### config.mk
export PLATFORM = sky130hd
export DESIGN_NAME = ilda_stream_parser_unit
export DESIGN_NICKNAME = d
export VERILOG_FILES = /design/src/design/ilda_sp_pkg.sv /design/src/design/ilda_sp_in_reg.sv /design/src/design/ilda_sp_parse.sv /design/src/design/ilda_sp_out_reg.sv /design/src/design/ilda_stream_parser_unit.sv
export VERILOG_INCLUDE_DIRS = /design/src /design/src/design
export SDC_FILE = /design/constraint.sdc
export NUM_CORES = 1
export LEC_CHECK = 0
export ABC_AREA = 0
export BUFFER_PORTS_ARGS = -buffer_cell sky130_fd_sc_hd__buf_2
export CAP_MARGIN = 20
export CELL_PAD_IN_SITES_DETAIL_PLACEMENT = 1
export CELL_PAD_IN_SITES_GLOBAL_PLACEMENT = 1
export CORE_MARGIN = 2
export CORE_UTILIZATION = 34
export CTS_BUF_LIST = sky130_fd_sc_hd__clkbuf_4 sky130_fd_sc_hd__clkbuf_8 sky130_fd_sc_hd__clkbuf_16
export DETAILED_ROUTE_END_ITERATION = 16
export HOLD_SLACK_MARGIN = 0.06
export PLACE_DENSITY_LB_ADDON = 0.3
export SLEW_MARGIN = 25
export SYNTH_ARGS = -nofsm -noshare
export SYNTH_HDL_FRONTEND = slang
export SYNTH_SLANG_ARGS = --single-unit
### constraint.sdc
create_clock -name clk -period 6.7 [get_ports clk]
set_clock_uncertainty 0.15 [all_clocks]
set_input_delay 1.005 -clock clk [delete_from_list [all_inputs] [get_ports clk]]
set_output_delay 1.005 -clock clk [all_outputs]
set_load 0.03 [all_outputs]
### src/design/ilda_stream_parser_unit_macros.svh
// ----------------------------------------------------------------------------
// ilda_stream_parser_unit_macros.svh
// Assertion helper macros for the ILDA stream parser.
// ----------------------------------------------------------------------------
`ifndef ILDA_STREAM_PARSER_UNIT_MACROS_SVH
`define ILDA_STREAM_PARSER_UNIT_MACROS_SVH

`ifndef SYNTHESIS
// same-cycle implication
`define ILDA_ASSERT_IMP(lbl, clk, rst_n, a, c) \
  lbl: assert property (@(posedge clk) disable iff (!rst_n) (a) |-> (c)) \
    else $error("ilda_sp assertion failed");
// next-cycle implication
`define ILDA_ASSERT_NXT(lbl, clk, rst_n, a, c) \
  lbl: assert property (@(posedge clk) disable iff (!rst_n) (a) |=> (c)) \
    else $error("ilda_sp assertion failed");
`else
`define ILDA_ASSERT_IMP(lbl, clk, rst_n, a, c)
`define ILDA_ASSERT_NXT(lbl, clk, rst_n, a, c)
`endif

`endif

### src/design/ilda_sp_pkg.sv
// ----------------------------------------------------------------------------
// ilda_sp_pkg
// Shared types, codes and helpers for the ILDA stream parser.
// ----------------------------------------------------------------------------
`timescale 1ns / 1ps

package ilda_sp_pkg;

  localparam logic [4:0] HDR_LAST_POS   = 5'd31;
  localparam logic [4:0] HDR_FORMAT_POS = 5'd7;
  localparam logic [4:0] HDR_COUNT_HI   = 5'd24;
  localparam logic [4:0] HDR_COUNT_LO   = 5'd25;
  localparam logic [4:0] HDR_FRAME_HI   = 5'd26;
  localparam logic [4:0] HDR_FRAME_LO   = 5'd27;
  localparam logic [4:0] HDR_TOTAL_HI   = 5'd28;
  localparam logic [4:0] HDR_TOTAL_LO   = 5'd29;
  localparam logic [4:0] HDR_PROJ_POS   = 5'd30;

  localparam int unsigned ASM_DEPTH = 9;

  // result kinds
  localparam logic [2:0] KIND_HEADER  = 3'd0;
  localparam logic [2:0] KIND_POINT   = 3'd1;
  localparam logic [2:0] KIND_PALETTE = 3'd2;
  localparam logic [2:0] KIND_END     = 3'd3;
  localparam logic [2:0] KIND_BAD     = 3'd4;

  // section format codes
  localparam logic [7:0] FMT_IDX_3D  = 8'd0;
  localparam logic [7:0] FMT_IDX_2D  = 8'd1;
  localparam logic [7:0] FMT_PALETTE = 8'd2;
  localparam logic [7:0] FMT_TC_3D   = 8'd4;
  localparam logic [7:0] FMT_TC_2D   = 8'd5;

  typedef enum logic [2:0] {
    PH_HDR = 3'b001,
    PH_REC = 3'b010,
    PH_ERR = 3'b100
  } ilda_phase_t;

  typedef struct packed {
    logic [2:0]  kind;
    logic [15:0] coord_x;
    logic [15:0] coord_y;
    logic [15:0] coord_z;
    logic [7:0]  status_bits;
    logic [7:0]  colour_index;
    logic [23:0] colour_rgb;
    logic [7:0]  format_kind;
    logic [15:0] record_total;
    logic [15:0] frame_index;
    logic [15:0] frame_total;
    logic [7:0]  projector_id;
  } ilda_res_t;

  // bytes per record, zero for an unknown format
  function automatic logic [3:0] rec_size(input logic [7:0] fmt);
    logic [3:0] sz;
    case (fmt)
      FMT_IDX_3D:  sz = 4'd8;
      FMT_IDX_2D:  sz = 4'd6;
      FMT_PALETTE: sz = 4'd3;
      FMT_TC_3D:   sz = 4'd10;
      FMT_TC_2D:   sz = 4'd8;
      default:     sz = 4'd0;
    endcase
    return sz;
  endfunction

endpackage

### src/design/ilda_sp_in_reg.sv
// ----------------------------------------------------------------------------
// ilda_sp_in_reg
// Input byte register; holds one byte until the parser takes it.
// ----------------------------------------------------------------------------
`timescale 1ns / 1ps

module ilda_sp_in_reg (
  input  logic       clk,
  input  logic       rst_n,
  input  logic       in_valid,
  input  logic [7:0] in_data_byte,
  output logic       in_stall,
  input  logic       advance,
  output logic       byte_valid,
  output logic [7:0] byte_data
);
  import ilda_sp_pkg::*;

  logic       valid_r, valid_nxt;
  logic [7:0] data_r;
  logic       take;

  // refill when empty or when the held byte moves on this cycle
  assign in_stall = valid_r & ~advance;
  assign take     = in_valid & ~in_stall;

  always_comb begin
    valid_nxt = valid_r;
    if (take) begin
      valid_nxt = 1'b1;
    end else if (advance) begin
      valid_nxt = 1'b0;
    end
  end

  always_ff @(posedge clk) begin
    if (!rst_n) begin
      valid_r <= 1'b0;
    end else begin
      valid_r <= valid_nxt;
    end
  end

  always_ff @(posedge clk) begin
    if (take) begin
      data_r <= in_data_byte;
    end
  end

  assign byte_valid = valid_r;
  assign byte_data  = data_r;

endmodule

### src/design/ilda_sp_parse.sv
// ----------------------------------------------------------------------------
// ilda_sp_parse
// Section state and byte decode: header fields, record assembly, results.
// ----------------------------------------------------------------------------
`timescale 1ns / 1ps
`include "ilda_stream_parser_unit_macros.svh"

module ilda_sp_parse (
  input  logic                   clk,
  input  logic                   rst_n,
  input  logic                   step,
  input  logic [7:0]             b,
  output logic                   res_valid,
  output ilda_sp_pkg::ilda_res_t res
);
  import ilda_sp_pkg::*;

  ilda_phase_t phase_r, phase_nxt;
  logic [4:0]  pos_r, pos_nxt;
  logic [15:0] left_r, left_nxt;
  logic [7:0]  fmt_r, fmt_nxt;
  logic [7:0]  pal_r, pal_nxt;
  logic [7:0]  asm_r [ASM_DEPTH];
  logic [7:0]  asm_nxt [ASM_DEPTH];
  logic [15:0] frame_r, frame_nxt;
  logic [15:0] total_r, total_nxt;
  logic [3:0]  size;

  assign size = rec_size(fmt_r);

  always_comb begin
    phase_nxt = phase_r;
    pos_nxt   = pos_r;
    left_nxt  = left_r;
    fmt_nxt   = fmt_r;
    pal_nxt   = pal_r;
    frame_nxt = frame_r;
    total_nxt = total_r;
    for (int i = 0; i < ASM_DEPTH; i++) begin
      asm_nxt[i] = asm_r[i];
    end
    res_valid = 1'b0;
    res       = '0;

    if (step) begin
      case (phase_r)
        PH_HDR: begin
          case (pos_r)
            HDR_FORMAT_POS: fmt_nxt   = b;
            HDR_COUNT_HI:   left_nxt  = {b, 8'h00};
            HDR_COUNT_LO:   left_nxt  = {left_r[15:8], b};
            HDR_FRAME_HI:   frame_nxt = {b, 8'h00};
            HDR_FRAME_LO:   frame_nxt = {frame_r[15:8], b};
            HDR_TOTAL_HI:   total_nxt = {b, 8'h00};
            HDR_TOTAL_LO:   total_nxt = {total_r[15:8], b};
            HDR_PROJ_POS:   asm_nxt[0] = b;
            default: ;
          endcase
          if (pos_r != HDR_LAST_POS) begin
            pos_nxt = pos_r + 5'd1;
          end else begin
            pos_nxt          = '0;
            res_valid        = 1'b1;
            res.format_kind  = fmt_r;
            res.record_total = left_r;
            res.frame_index  = frame_r;
            res.frame_total  = total_r;
            res.projector_id = asm_r[0];
            if (left_r == 16'd0) begin
              res.kind = KIND_END;
            end else if (size != 4'd0) begin
              res.kind  = KIND_HEADER;
              phase_nxt = PH_REC;
              if (fmt_r == FMT_PALETTE) begin
                pal_nxt = '0;
              end
            end else begin
              res.kind  = KIND_BAD;
              phase_nxt = PH_ERR;
            end
          end
        end
        PH_REC: begin
          if (pos_r[3:0] != size - 4'd1) begin
            for (int i = 0; i < ASM_DEPTH; i++) begin
              if (pos_r[3:0] == 4'(i)) begin
                asm_nxt[i] = b;
              end
            end
            pos_nxt = pos_r + 5'd1;
          end else begin
            // last byte of the record comes straight from the input
            pos_nxt         = '0;
            res_valid       = 1'b1;
            res.format_kind = fmt_r;
            res.kind        = KIND_POINT;
            res.coord_x     = {asm_r[0], asm_r[1]};
            case (fmt_r)
              FMT_IDX_3D: begin
                res.coord_y      = {asm_r[2], asm_r[3]};
                res.coord_z      = {asm_r[4], asm_r[5]};
                res.status_bits  = asm_r[6];
                res.colour_index = b;
              end
              FMT_IDX_2D: begin
                res.coord_y      = {asm_r[2], asm_r[3]};
                res.status_bits  = asm_r[4];
                res.colour_index = b;
              end
              FMT_PALETTE: begin
                res.kind         = KIND_PALETTE;
                res.coord_x      = '0;
                res.colour_index = pal_r;
                res.colour_rgb   = {asm_r[0], asm_r[1], b};
                pal_nxt          = pal_r + 8'd1;
              end
              FMT_TC_3D: begin
                res.coord_y     = {asm_r[2], asm_r[3]};
                res.coord_z     = {asm_r[4], asm_r[5]};
                res.status_bits = asm_r[6];
                res.colour_rgb  = {b, asm_r[8], asm_r[7]};
              end
              default: begin
                res.coord_y     = {asm_r[2], asm_r[3]};
                res.status_bits = asm_r[4];
                res.colour_rgb  = {b, asm_r[6], asm_r[5]};
              end
            endcase
            left_nxt = left_r - 16'd1;
            if (left_r == 16'd1) begin
              phase_nxt = PH_HDR;
            end
          end
        end
        PH_ERR: ;
        default: ;
      endcase
    end
  end

  always_ff @(posedge clk) begin
    if (!rst_n) begin
      phase_r <= PH_HDR;
      pos_r   <= '0;
      left_r  <= '0;
      fmt_r   <= '0;
      pal_r   <= '0;
    end else begin
      phase_r <= phase_nxt;
      pos_r   <= pos_nxt;
      left_r  <= left_nxt;
      fmt_r   <= fmt_nxt;
      pal_r   <= pal_nxt;
    end
  end

  always_ff @(posedge clk) begin
    frame_r <= frame_nxt;
    total_r <= total_nxt;
    for (int i = 0; i < ASM_DEPTH; i++) begin
      asm_r[i] <= asm_nxt[i];
    end
  end

  `ILDA_ASSERT_NXT(a_err_sticky, clk, rst_n, phase_r == PH_ERR, phase_r == PH_ERR)
  `ILDA_ASSERT_IMP(a_err_silent, clk, rst_n, phase_r == PH_ERR, !res_valid)
  `ILDA_ASSERT_IMP(a_rec_pos, clk, rst_n, phase_r == PH_REC, pos_r < 5'd10)
  `ILDA_ASSERT_NXT(a_hdr_enters_rec, clk, rst_n,
                   res_valid && res.kind == KIND_HEADER, phase_r == PH_REC)

endmodule

### src/design/ilda_sp_out_reg.sv
// ----------------------------------------------------------------------------
// ilda_sp_out_reg
// Result register; holds one result until the downstream side takes it.
// ----------------------------------------------------------------------------
`timescale 1ns / 1ps

module ilda_sp_out_reg (
  input  logic                   clk,
  input  logic                   rst_n,
  input  logic                   res_valid,
  input  ilda_sp_pkg::ilda_res_t res,
  output logic                   advance,
  output logic                   out_valid,
  input  logic                   out_stall,
  output ilda_sp_pkg::ilda_res_t out_res
);
  import ilda_sp_pkg::*;

  logic      valid_r, valid_nxt;
  ilda_res_t res_r;

  // parser may step when the slot is empty or is being transferred now
  assign advance = ~valid_r | ~out_stall;

  always_comb begin
    valid_nxt = valid_r;
    if (advance) begin
      valid_nxt = res_valid;
    end
  end

  always_ff @(posedge clk) begin
    if (!rst_n) begin
      valid_r <= 1'b0;
    end else begin
      valid_r <= valid_nxt;
    end
  end

  always_ff @(posedge clk) begin
    if (advance && res_valid) begin
      res_r <= res;
    end
  end

  assign out_valid = valid_r;
  assign out_res   = res_r;

endmodule

### src/design/ilda_stream_parser_unit.sv
// ----------------------------------------------------------------------------
// ilda_stream_parser_unit: ILDA byte stream parser, one byte per cycle at most.
// Flow: the byte that completes a result is held in the input register, then
// decoded into the result register, which raises out_valid. Throughput:
// 1 byte per cycle unless stalled, set by the input and result registers.
// Reset: synchronous rst_n; clears phase, counters and both valid flags.
// ----------------------------------------------------------------------------
`timescale 1ns / 1ps

module ilda_stream_parser_unit (
  input  logic               clk,
  input  logic               rst_n,
  input  logic               in_valid,
  input  logic [7:0]         in_data_byte,
  output logic               in_stall,
  output logic               out_valid,
  input  logic               out_stall,
  output logic [2:0]         out_kind,
  output logic signed [15:0] out_coord_x,
  output logic signed [15:0] out_coord_y,
  output logic signed [15:0] out_coord_z,
  output logic [7:0]         out_status_bits,
  output logic [7:0]         out_colour_index,
  output logic [23:0]        out_colour_rgb,
  output logic [7:0]         out_format_kind,
  output logic [15:0]        out_record_total,
  output logic [15:0]        out_frame_index,
  output logic [15:0]        out_frame_total,
  output logic [7:0]         out_projector_id
);
  import ilda_sp_pkg::*;

  logic      advance;
  logic      byte_valid;
  logic [7:0] byte_data;
  logic      res_valid;
  ilda_res_t res;
  ilda_res_t out_res;

  ilda_sp_in_reg u_in_reg (
    .clk          (clk),
    .rst_n        (rst_n),
    .in_valid     (in_valid),
    .in_data_byte (in_data_byte),
    .in_stall     (in_stall),
    .advance      (advance),
    .byte_valid   (byte_valid),
    .byte_data    (byte_data)
  );

  ilda_sp_parse u_parse (
    .clk       (clk),
    .rst_n     (rst_n),
    .step      (byte_valid & advance),
    .b         (byte_data),
    .res_valid (res_valid),
    .res       (res)
  );

  ilda_sp_out_reg u_out_reg (
    .clk       (clk),
    .rst_n     (rst_n),
    .res_valid (res_valid),
    .res       (res),
    .advance   (advance),
    .out_valid (out_valid),
    .out_stall (out_stall),
    .out_res   (out_res)
  );

  assign out_kind         = out_res.kind;
  assign out_coord_x      = signed'(out_res.coord_x);
  assign out_coord_y      = signed'(out_res.coord_y);
  assign out_coord_z      = signed'(out_res.coord_z);
  assign out_status_bits  = out_res.status_bits;
  assign out_colour_index = out_res.colour_index;
  assign out_colour_rgb   = out_res.colour_rgb;
  assign out_format_kind  = out_res.format_kind;
  assign out_record_total = out_res.record_total;
  assign out_frame_index  = out_res.frame_index;
  assign out_frame_total  = out_res.frame_total;
  assign out_projector_id = out_res.projector_id;

endmodule
# Word level (Yosys, flattened, before mapping)
# Memory sizes are Yosys's and may differ from the RTL's.
# Cells that the tools add are included.
[totals]
out_inout_bits = 157
inputBits = 12
register_bits = 237
n_memories = 1
wordCells = 160
ramBits = 72
[memory_table]
columns = ["name", "depth", "word_bits", "rd", "rd_clocked_by_memory_dff", "wr", "line", "source"]
rows = [
  ["u_parse.asm_r", 9, 8, 9, 0, 9, "ilda_sp_parse.sv:23", "logic [7:0] asm_r [ASM_DEPTH];"],
]
[op_classes]
n_reduce_logical = 26
mux = 55
addsub = 4
bitwise_logic = 14
n_eq_ne = 35
[op_table]
columns = ["operator", "n"]
rows = [
  ["$mux 72", 2],
  ["$mux 64", 2],
  ["$mux 8", 16],
  ["$pmux 16 s2", 4],
  ["$mux 99", 1],
  ["$pmux 8 s2", 5],
  ["$pmux 24 s3", 1],
  ["$mux 16", 3],
  ["$eq 5x5->1 const B", 7],
  ["$mux 3", 8],
  ["$mux 18", 1],
  ["$eq 16x1->1 const B", 1],
  ["$eq 4x3->1 const B", 4],
  ["$eq 8x3->1 const B", 2],
  ["$logic_not 16->1", 1],
  ["$pmux 4 s4", 1],
  ["$sub 16x1->16 const B", 1],
  ["$pmux 3 s2", 2],
  ["$reduce_and 4->1", 3],
  ["$mux 5", 2],
  ["$ne 2x2->1 const B", 5],
  ["$not 1->1", 10],
  ["$pmux 5 s2", 1],
  ["$reduce_and 3->1", 3],
  ["31 further kinds", 48],
]

# Depth between registers and ports, before layout
# Gate-level depths: netlist of the first run.
[logic_depth]
ltp_word = 9
ltp_mapped = 13

# Cells and area by module
# A second synthesis of the first run with hierarchy kept.
[unflattened]
hier_cells = 945
hier_area_um2 = 12630.9
[by_module_without_submodules]
columns = ["module", "n_inst", "area_each_um2", "cells_per_inst", "seq_area_each_um2"]
rows = [
  ["ilda_sp_parse", 1, 7641.1, 772, 3923.8],
  ["ilda_sp_out_reg", 1, 4695.8, 160, 4674.5],
  ["ilda_sp_in_reg", 1, 287.8, 12, 260.2],
  ["ilda_stream_parser_unit", 1, 6.3, 1, 0.0],
]

# Worst setup path before layout of the first run
# No wires, ideal clock.
[synth_path]
path_type = "register to register"
startpoint = "register u_parse.fmt_r[3]"
endpoint = "register u_out_reg.res_r, in the netlist u_out_reg.out_res[56], data pin"
path_stages_with_launch = 13
period_less_slack_ns = 7.315
path_buffers = 1
required_ns = 6.392
setup_slack_ns = -0.615
arrival_ns = 7.006
path_cell_list = "dfxtp_1 > nor4_1 > nand2b_1 > nor4b_4 > clkbuf_1 > inv_1 > ha_1 > xor2_1 > nor4b_1 > nor2_1 > a211oi_2 > o21a_1 > and2_1"
[synth_via]
elab_chain_cells = 7
word_cells_on_any_way = 11
[synth_rtl]
columns = ["element", "line", "source"]
rows = [
  ["from (decl)", "ilda_sp_parse.sv:21", "logic [7:0] fmt_r, fmt_nxt;"],
  ["from (signal assigned)", "ilda_sp_parse.sv:152", "fmt_r <= fmt_nxt;"],
  ["$eq 8x3->1 or $logic_not 8->1 (tied branches)", "ilda_sp_pkg.sv:59", "case (fmt)"],
  ["$reduce_or 2->1 (no source line)", "--", ""],
  ["$pmux 4 s4 (*)", "ilda_sp_pkg.sv:59", ""],
  ["$sub 4x1->4 (*)", "ilda_sp_parse.sv:84", "if (pos_r[3:0] != size - 4'd1) begin"],
  ["$ne 4x4->1 (*)", "ilda_sp_parse.sv:84", ""],
  ["$mux 99 (*)", "ilda_sp_parse.sv:84", ""],
  ["$pmux 8 s2 (*)", "ilda_sp_parse.sv:46", "case (phase_r)"],
  ["to (signal assigned)", "ilda_sp_out_reg.sv:42", "res_r <= res;"],
  ["to (decl)", "ilda_sp_out_reg.sv:20", "ilda_res_t res_r;"],
]
# Every way passes the cells marked *; elsewhere a longest branch is shown, timed or not.
# A chain may end at the register's enable or synchronous reset.

# Final worst setup path of the first run
[layout_path]
startpoint = "register u_parse.fmt_r[3]"
endpoint = "register u_out_reg.res_r, in the netlist u_out_reg.out_res[143] (enable)"
[layout_via]
elab_chain_cells = 9
word_cells_on_any_way = 13
[layout_rtl]
columns = ["element", "line", "source"]
rows = [
  ["$eq 8x3->1 or $logic_not 8->1 (tied branches)", "ilda_sp_pkg.sv:59", ""],
  ["$reduce_or 2->1 (no source line)", "--", ""],
  ["$pmux 4 s4 (*)", "ilda_sp_pkg.sv:59", ""],
  ["$sub 4x1->4 (*)", "ilda_sp_parse.sv:84", ""],
  ["$ne 4x4->1 (*)", "ilda_sp_parse.sv:84", ""],
  ["$mux 1 (*)", "ilda_sp_parse.sv:84", ""],
  ["$pmux 1 s2 (*)", "ilda_sp_parse.sv:46", ""],
  ["$mux 1 (*)", "ilda_sp_parse.sv:45", "if (step) begin"],
  ["$logic_and 1x1->1 (*)", "ilda_sp_out_reg.sv:41", "if (advance && res_valid) begin"],
]
# Marks and branches as above.

==> metrics.csv, run 1 <==
metric,value,unit
Hold Path Class,reg2reg,
P&R area growth vs syn,20.2,%
via density per instance,5.09,
clock network latency to the later pin of the worst-skew pair,0.51,ns
TritonCTS Buffers,34,
Synth Instances,954,
initial core utilization,34.6,%
startpoint types,flip-flop,
run status,completed,
Tcrit/Tclk final,78.4,%
via count,8190,
"count leader, synth",edfxtp_1,
Total Power,4.07,mW
number of max-slew violations in the final report,0,
CP max FO,61,
Worst-path clk slew,0.06,ns
share of the synthesized area in the top cell type,63.1,%
setup_tns,0,ns
DR WL/cell,21.4,um
"non-filler cells, final",1610,
PD cells,266,nW/um^2
number of global-route vias before repair,8308,
Synth warnings,0,
row cnt,70,
fraction of the yosys area taken by sequential cells,69.7,%
critical path class,reg2reg,
RSZ-0062 raised after global routing,false,
die span in x,197,um
detailed placer's ending HPWL,22500,um
GPL Wtd Cong,0.856,
final WL,34500,um
drt first pass iters,5,
Tmin final,5.25,ns
Max clock buf depth,3,
Post-Place Cells,1549,
global-route wire length before repair,52000,um
Synth Flop Type,edfxtp_1,
gr usage total,17.7,%
first-iteration detailed-routing DRC count,497,
slew margin rel.,30.4,%
die area,38900,sq um
Post-CTS Resized,0,
Residual DRC,0,
Critical Path RT,6.73,ns
Synth Register Bits,309,
Worst Path Arrival,5.28,ns
Netlist cell types,67,
Max Freq,190,MHz
antenna violations before repair,0,
Final ANT Viol Nets,0,
max cap viols,0,
core box area,36700,sq um
GRT overflow,0,
synth cell count leaders,"edfxtp_1 (267), and2_1 (136), nand2_1 (71)",
Antenna diodes,0,
Post-Syn Area,12700,sq um
setup violators final,0,
Clock Sinks,309,
leakage power,4.86,nW
Crit. End Element,flip-flop,
VDD IR-drop max,160,uV
H-Tree Depth,2,
IO Pins,169,
final hold vios,0,
nets@finish,1138,
Worst-Margin Slew,1.04,ns
Post-synth EDFFs,267,
Die H,197,um
Synth Area per Inst,13.3,sq um
CTS root buf,clkbuf_16,
Yosys top cell by area,edfxtp_1,
Post-synth ARST share,0,%
final core utilization,41.6,%
Syn Nets,975,
"Hold-fix buffers, CTS",0,
port bufs,168,
ranking of synthesized cells by area,"edfxtp_1 (63%), and2_1 (6.7%), dfxtp_1 (6.6%), nand2_1 (2.1%), a22oi_1 (2.1%)",
largest net degree at the start of global routing,62,
CTS tree,yes,
fraction of layout cells with a size suffix above 1,23.7,%
setup bufs post-CTS,0,
-- through the flow --
step | setup WS (ns) | cell area [sq um] | hold slack (ns)
2_1_floorplan | 1.01 | 12700 | 0.293
3_3_place_gp | 1.61 | 14100 | 0.307
3_5_place_dp | 1.44 | 14100 | 0.318
4_1_cts | 1.42 | 15200 | 0.327
5_1_grt | 1.09 | 15300 | 0.355
6_report | 1.45 | 15300 | 0.327
-- worst paths after layout --
check / from / slack, ns / endpoint / cells after the start
worst max-delay path: u_parse.fmt_r[3]$_SDFFE_PN0P_ / 1.45 / u_out_reg.out_res[143]$_SDFFCE_PP0P_ / 13
worst min-delay path: u_parse.pal_r[7]$_SDFFE_PN0P_ / 0.33 / u_parse.pal_r[7]$_SDFFE_PN0P_ / 2
worst min register to register: u_parse.pal_r[7]$_SDFFE_PN0P_ / 0.33 / u_parse.pal_r[7]$_SDFFE_PN0P_ / 2
worst max register to register: u_parse.fmt_r[3]$_SDFFE_PN0P_ / 1.45 / u_out_reg.out_res[143]$_SDFFCE_PP0P_ / 13
-- layout make-up --
| class | instances | area (sq um) |
|---|---|---|
| Timing Repair Buffer | 185 | 993 |
| Inverter | 11 | 41.3 |
| Clock buffer | 45 | 1010 |
| Sequential cell | 309 | 8860 |
| Multi-Input combinational cell | 576 | 3630 |
| Fill cell | 3828 | 21400 |
| Clock inverter | 16 | 155 |
| Tap cell | 468 | 586 |
-- layer usage --
layer	vias up	share of wire [%]	global-route usage (%)
li1	3849	-	-
met1	4083	45	24.4
met2	219	49	29.6
met5	-	0	0
met3	39	4.2	2.60
met4	0	1.6	4.15
-- registers in the layout, summed over array words and instances (netlist names), 3 cells and up --
register and cells:
u_parse.frame_r 16, u_out_reg.out_res 155, u_parse.total_r 16, u_parse.pal_r 8, u_in_reg.byte_data 8, u_parse.asm_r 72
u_parse.phase_r 3, u_parse.left_r 16, u_parse.pos_r 5, u_parse.fmt_r 8
-- where the power goes --
part	total, mW	switching, mW	leakage, nW	internal [mW]
Combinational	0.0641	0.0464	1.90	0.0177
Clock	1.92	0.751	0.579	1.17
Sequential	2.08	0.00582	2.38	2.07
-- cell families (layout without fill, tap and decap cells) --
group / count (synthesis) / after routing / synth area share (%)
AOI/OAI and AO/OA: 160 / 160 / 8.94
xor gates and xnor gates: 8 / 8 / 0.551
adders and majority gates: 9 / 9 / 0.886
buffers and inverters: 69 / 257 / 2.11
DFF: 309 / 309 / 69.7
muxes: 16 / 16 / 1.27
and+or+nand+nor: 383 / 383 / 16.5
-- critical path, cell delays in order (launching register included) --
cell and delay, ns:
dfxtp_1 0.32, nor4_1 0.50, nand2b_1 0.29, nor4b_4 0.26, buf_4 0.43, inv_1 0.12, ha_1 0.32, xor2_1 0.20
nor4b_1 0.37, nor2_1 0.21, a211oi_2 0.24, buf_4 0.24, o21a_4 0.76, buf_12 0.40
-- placed cells by master, fill, tap and decap left out, types with 5 or more instances in the layout --
master / netlist / final
o22ai_1: 5 / 5
buf_4: 0 / 15
nand2b_1: 9 / 9
dfxtp_1: 42 / 42
buf_2: 7 / 168
xnor2_1: 5 / 5
clkbuf_8: 0 / 6
o21ai_0: 9 / 9
nand2_1: 71 / 71
clkinv_2: 0 / 6
clkbuf_16: 0 / 36
nor4_1: 7 / 5
nor2b_1: 11 / 11
mux2i_1: 15 / 15
edfxtp_1: 267 / 267
a21oi_1: 48 / 48
and3_1: 23 / 23
inv_1: 11 / 11
a211oi_1: 14 / 14
clkinv_1: 0 / 5
nor2_1: 59 / 59
nand3_1: 18 / 18
a22oi_1: 35 / 35
ha_1: 9 / 9
a31oi_1: 5 / 5
and2_1: 136 / 136
nor3_1: 16 / 13
or4_1: 7 / 7
(Power assumes the default switching activity.)
==> run 2: changes to the inputs <==
==> constraint.sdc (replaced) <==
create_clock -name clk -period 4.7 [get_ports clk]
set_clock_uncertainty 0.15 [all_clocks]
set_input_delay 0.705 -clock clk [delete_from_list [all_inputs] [get_ports clk]]
set_output_delay 0.705 -clock clk [all_outputs]
set_load 0.03 [all_outputs]
==> run 2 against run 1 <==
Combinational power grew 50%. Via count increased by 2.0%. Count of clock-buffer cells in the layout up 5. Final area is essentially flat. Utilization hardly changed. Clock power up 36%. Total power is 40% higher. Critical endpoint is now u_parse.asm_r[0][48]$_DFFE_PP_.
==> metrics.csv, run 2 (synthesis results as in run 1) <==
metric,value,unit,change
CTS root buf,clkbuf_16,,unchanged
Critical Path RT,4.72,ns,was 6.73 ns
Final ANT Viol Nets,0,,unchanged
PD cells,372,nW/um^2,was 266 nW/um^2
P&R area growth vs syn,20.1,%,was 20.2%
Tcrit/Tclk final,88.3,%,was 78.4%
fraction of layout cells with a size suffix above 1,24.2,%,was 23.7%
"critical path, cell by cell","nor4_2, nand2b_1, nor4b_4, inv_1, ha_1, xor2_1, nor4b_1, nor2_1, a21oi_1, nor4b_1, and2_1",,"was nor4_1, nand2b_1, nor4b_4, buf_4, inv_1, ha_1, xor2_1, nor4b_1, nor2_1, a211oi_2, buf_4, o21a_4, buf_12"
CTS tree,yes,,unchanged
via density per instance,5.16,,was 5.09
startpoint types,flip-flop,,unchanged
Antenna diodes,0,,unchanged
global-route wire length before repair,53400,um,was 52000 um
"Hold-fix buffers, CTS",0,,unchanged
Total Power,5.68,mW,was 4.07 mW
drt first pass iters,5,,unchanged
Worst-path clk slew,0.06,ns,about the same
setup violators final,0,,unchanged
"commonest non-fill, non-tap cell in the layout",edfxtp_1,,unchanged
Worst Path Arrival,4.17,ns,was 5.28 ns
initial core utilization,34.6,%,unchanged
Max clock buf depth,3,,unchanged
max cap viols,0,,unchanged
final hold vios,0,,unchanged
leakage power,4.87,nW,was 4.86 nW
setup_tns,0,ns,unchanged
final WL,35200,um,was 34500 um
CP bufs+invs,1,,was 4
CP startpoint,u_parse.fmt_r[3]$_SDFFE_PN0P_,,unchanged
setup bufs post-CTS,0,,unchanged
clock network latency to the later pin of the worst-skew pair,0.51,ns,about the same
Residual DRC,0,,unchanged
final instance area,15300,sq um,about the same
Post-CTS Resized,0,,unchanged
largest net degree at the start of global routing,83,,was 62
antenna violations before repair,0,,unchanged
Max Freq,241,MHz,was 190 MHz
number of global-route vias before repair,8602,,was 8308
die span in x,197,um,unchanged
nets@finish,1146,,was 1138
Tmin final,4.15,ns,was 5.25 ns
CP max FO,8,,was 61
first-iteration detailed-routing DRC count,549,,was 497
IO Pins,169,,unchanged
"CP delay by family, top",simple AND/OR/NAND/NOR gates,,unchanged
hold path startpoint,in_data_byte[2],,was u_parse.pal_r[7]$_SDFFE_PN0P_
via count,8355,,was 8190
Reg power frac,52.2,%,was 51.1%
slew margin rel.,37.2,%,was 30.4%
Cell Int Power,4.53,mW,was 3.26 mW
port bufs,168,,unchanged
RSZ-0062 raised after global routing,false,,unchanged
reg2reg start,u_parse.fmt_r[3]$_SDFFE_PN0P_,,unchanged
VDD IR-drop max,189,uV,was 160 uV
detailed placer's ending HPWL,23200,um,was 22500 um
gr usage total,18.0,%,was 17.7%
Worst-Margin Slew,0.934,ns,was 1.04 ns
Largest register FFs,155,,unchanged
GRT overflow,0,,unchanged
H-Tree Depth,2,,unchanged
Hold Path Class,in2reg,,was reg2reg
Comb power frac,1.7,%,was 1.6%
number of max-slew violations in the final report,0,,unchanged
critical path class,reg2reg,,unchanged
Post-DP Area,14100,sq um,about the same
Clock Sinks,309,,unchanged
switching pwr,1.15,mW,was 0.804 mW
DR WL/cell,21.7,um,was 21.4 um
core box area,36700,sq um,unchanged
most frequent cells in the layout,"edfxtp_1 (267), buf_2 (168), and2_1 (136)",,unchanged
die area,38900,sq um,unchanged
row cnt,70,,unchanged
GPL Wtd Cong,0.825,,was 0.856
Crit. End Element,flip-flop,,unchanged
CP peak stage delay,0.61,ns,was 0.76 ns
Switching Fraction,20.2,%,was 19.8%
cell with the most instances on the worst path,nor4b_1,,was buf_4
TritonCTS Buffers,36,,was 34
run status,completed,,unchanged
clock power share,46.1,%,was 47.3%
Crit-path slowest cell,nor4b_1,,was o21a_4
Die H,197,um,unchanged
==> run 2: area by class of cell <==
cell class                 count  area, sq um
multi-input combinational    576         3620
fill                        3836        21400
clock inverter                13         70.1
tap                          468          586
inverter                      11         41.3
sequential                   309         8860
clock buffer                  50         1040
timing repair buffer         191         1040
==> run 2: through the flow <==
step                      worst slack [ns]  hold slack (ns)  std cells  util [%]
after floorplan                    0.00143            0.293        954         -
after global placement               0.658            0.304       1553      38.4
after detailed placement             0.489            0.324       1554      38.5
after CTS                            0.471            0.210       1617      41.5
after global routing                 0.241            0.206       1618      41.6
final                                0.548            0.225       1618      41.6
==> run 2: layer usage <==
metal	up-vias	wire (um)	global-route usage (%)
met5	-	0	0
met4	0	772	5.15
met1	4224	16300	25.3
met2	228	16600	29.3
met3	50	1570	2.49
li1	3853	-	-
==> run 2: path summary, 6_finish.rpt <==
kind	slack, ns	depth (start not counted)	end
worst min-delay path	0.23	1	u_in_reg.byte_data[2]$_DFFE_PP_
worst min register to register	0.33	2	u_parse.pal_r[7]$_SDFFE_PN0P_
worst max-delay path	0.55	11	u_parse.asm_r[0][48]$_DFFE_PP_
worst max register to register	0.55	11	u_parse.asm_r[0][48]$_DFFE_PP_
==> run 2: power by group through the flow <==
| stage | Sequential (mW) | Clock (mW) | Combinational [mW] |
|---|---|---|---|
| after floorplan | 3.02 | 0 | 0.0448 |
| after global placement | 3.03 | 0 | 0.0872 |
| after detailed placement | 3.02 | 0 | 0.0923 |
| after CTS | 2.97 | 2.69 | 0.0933 |
| after global routing | 2.96 | 2.78 | 0.105 |
| final | 2.96 | 2.62 | 0.0961 |
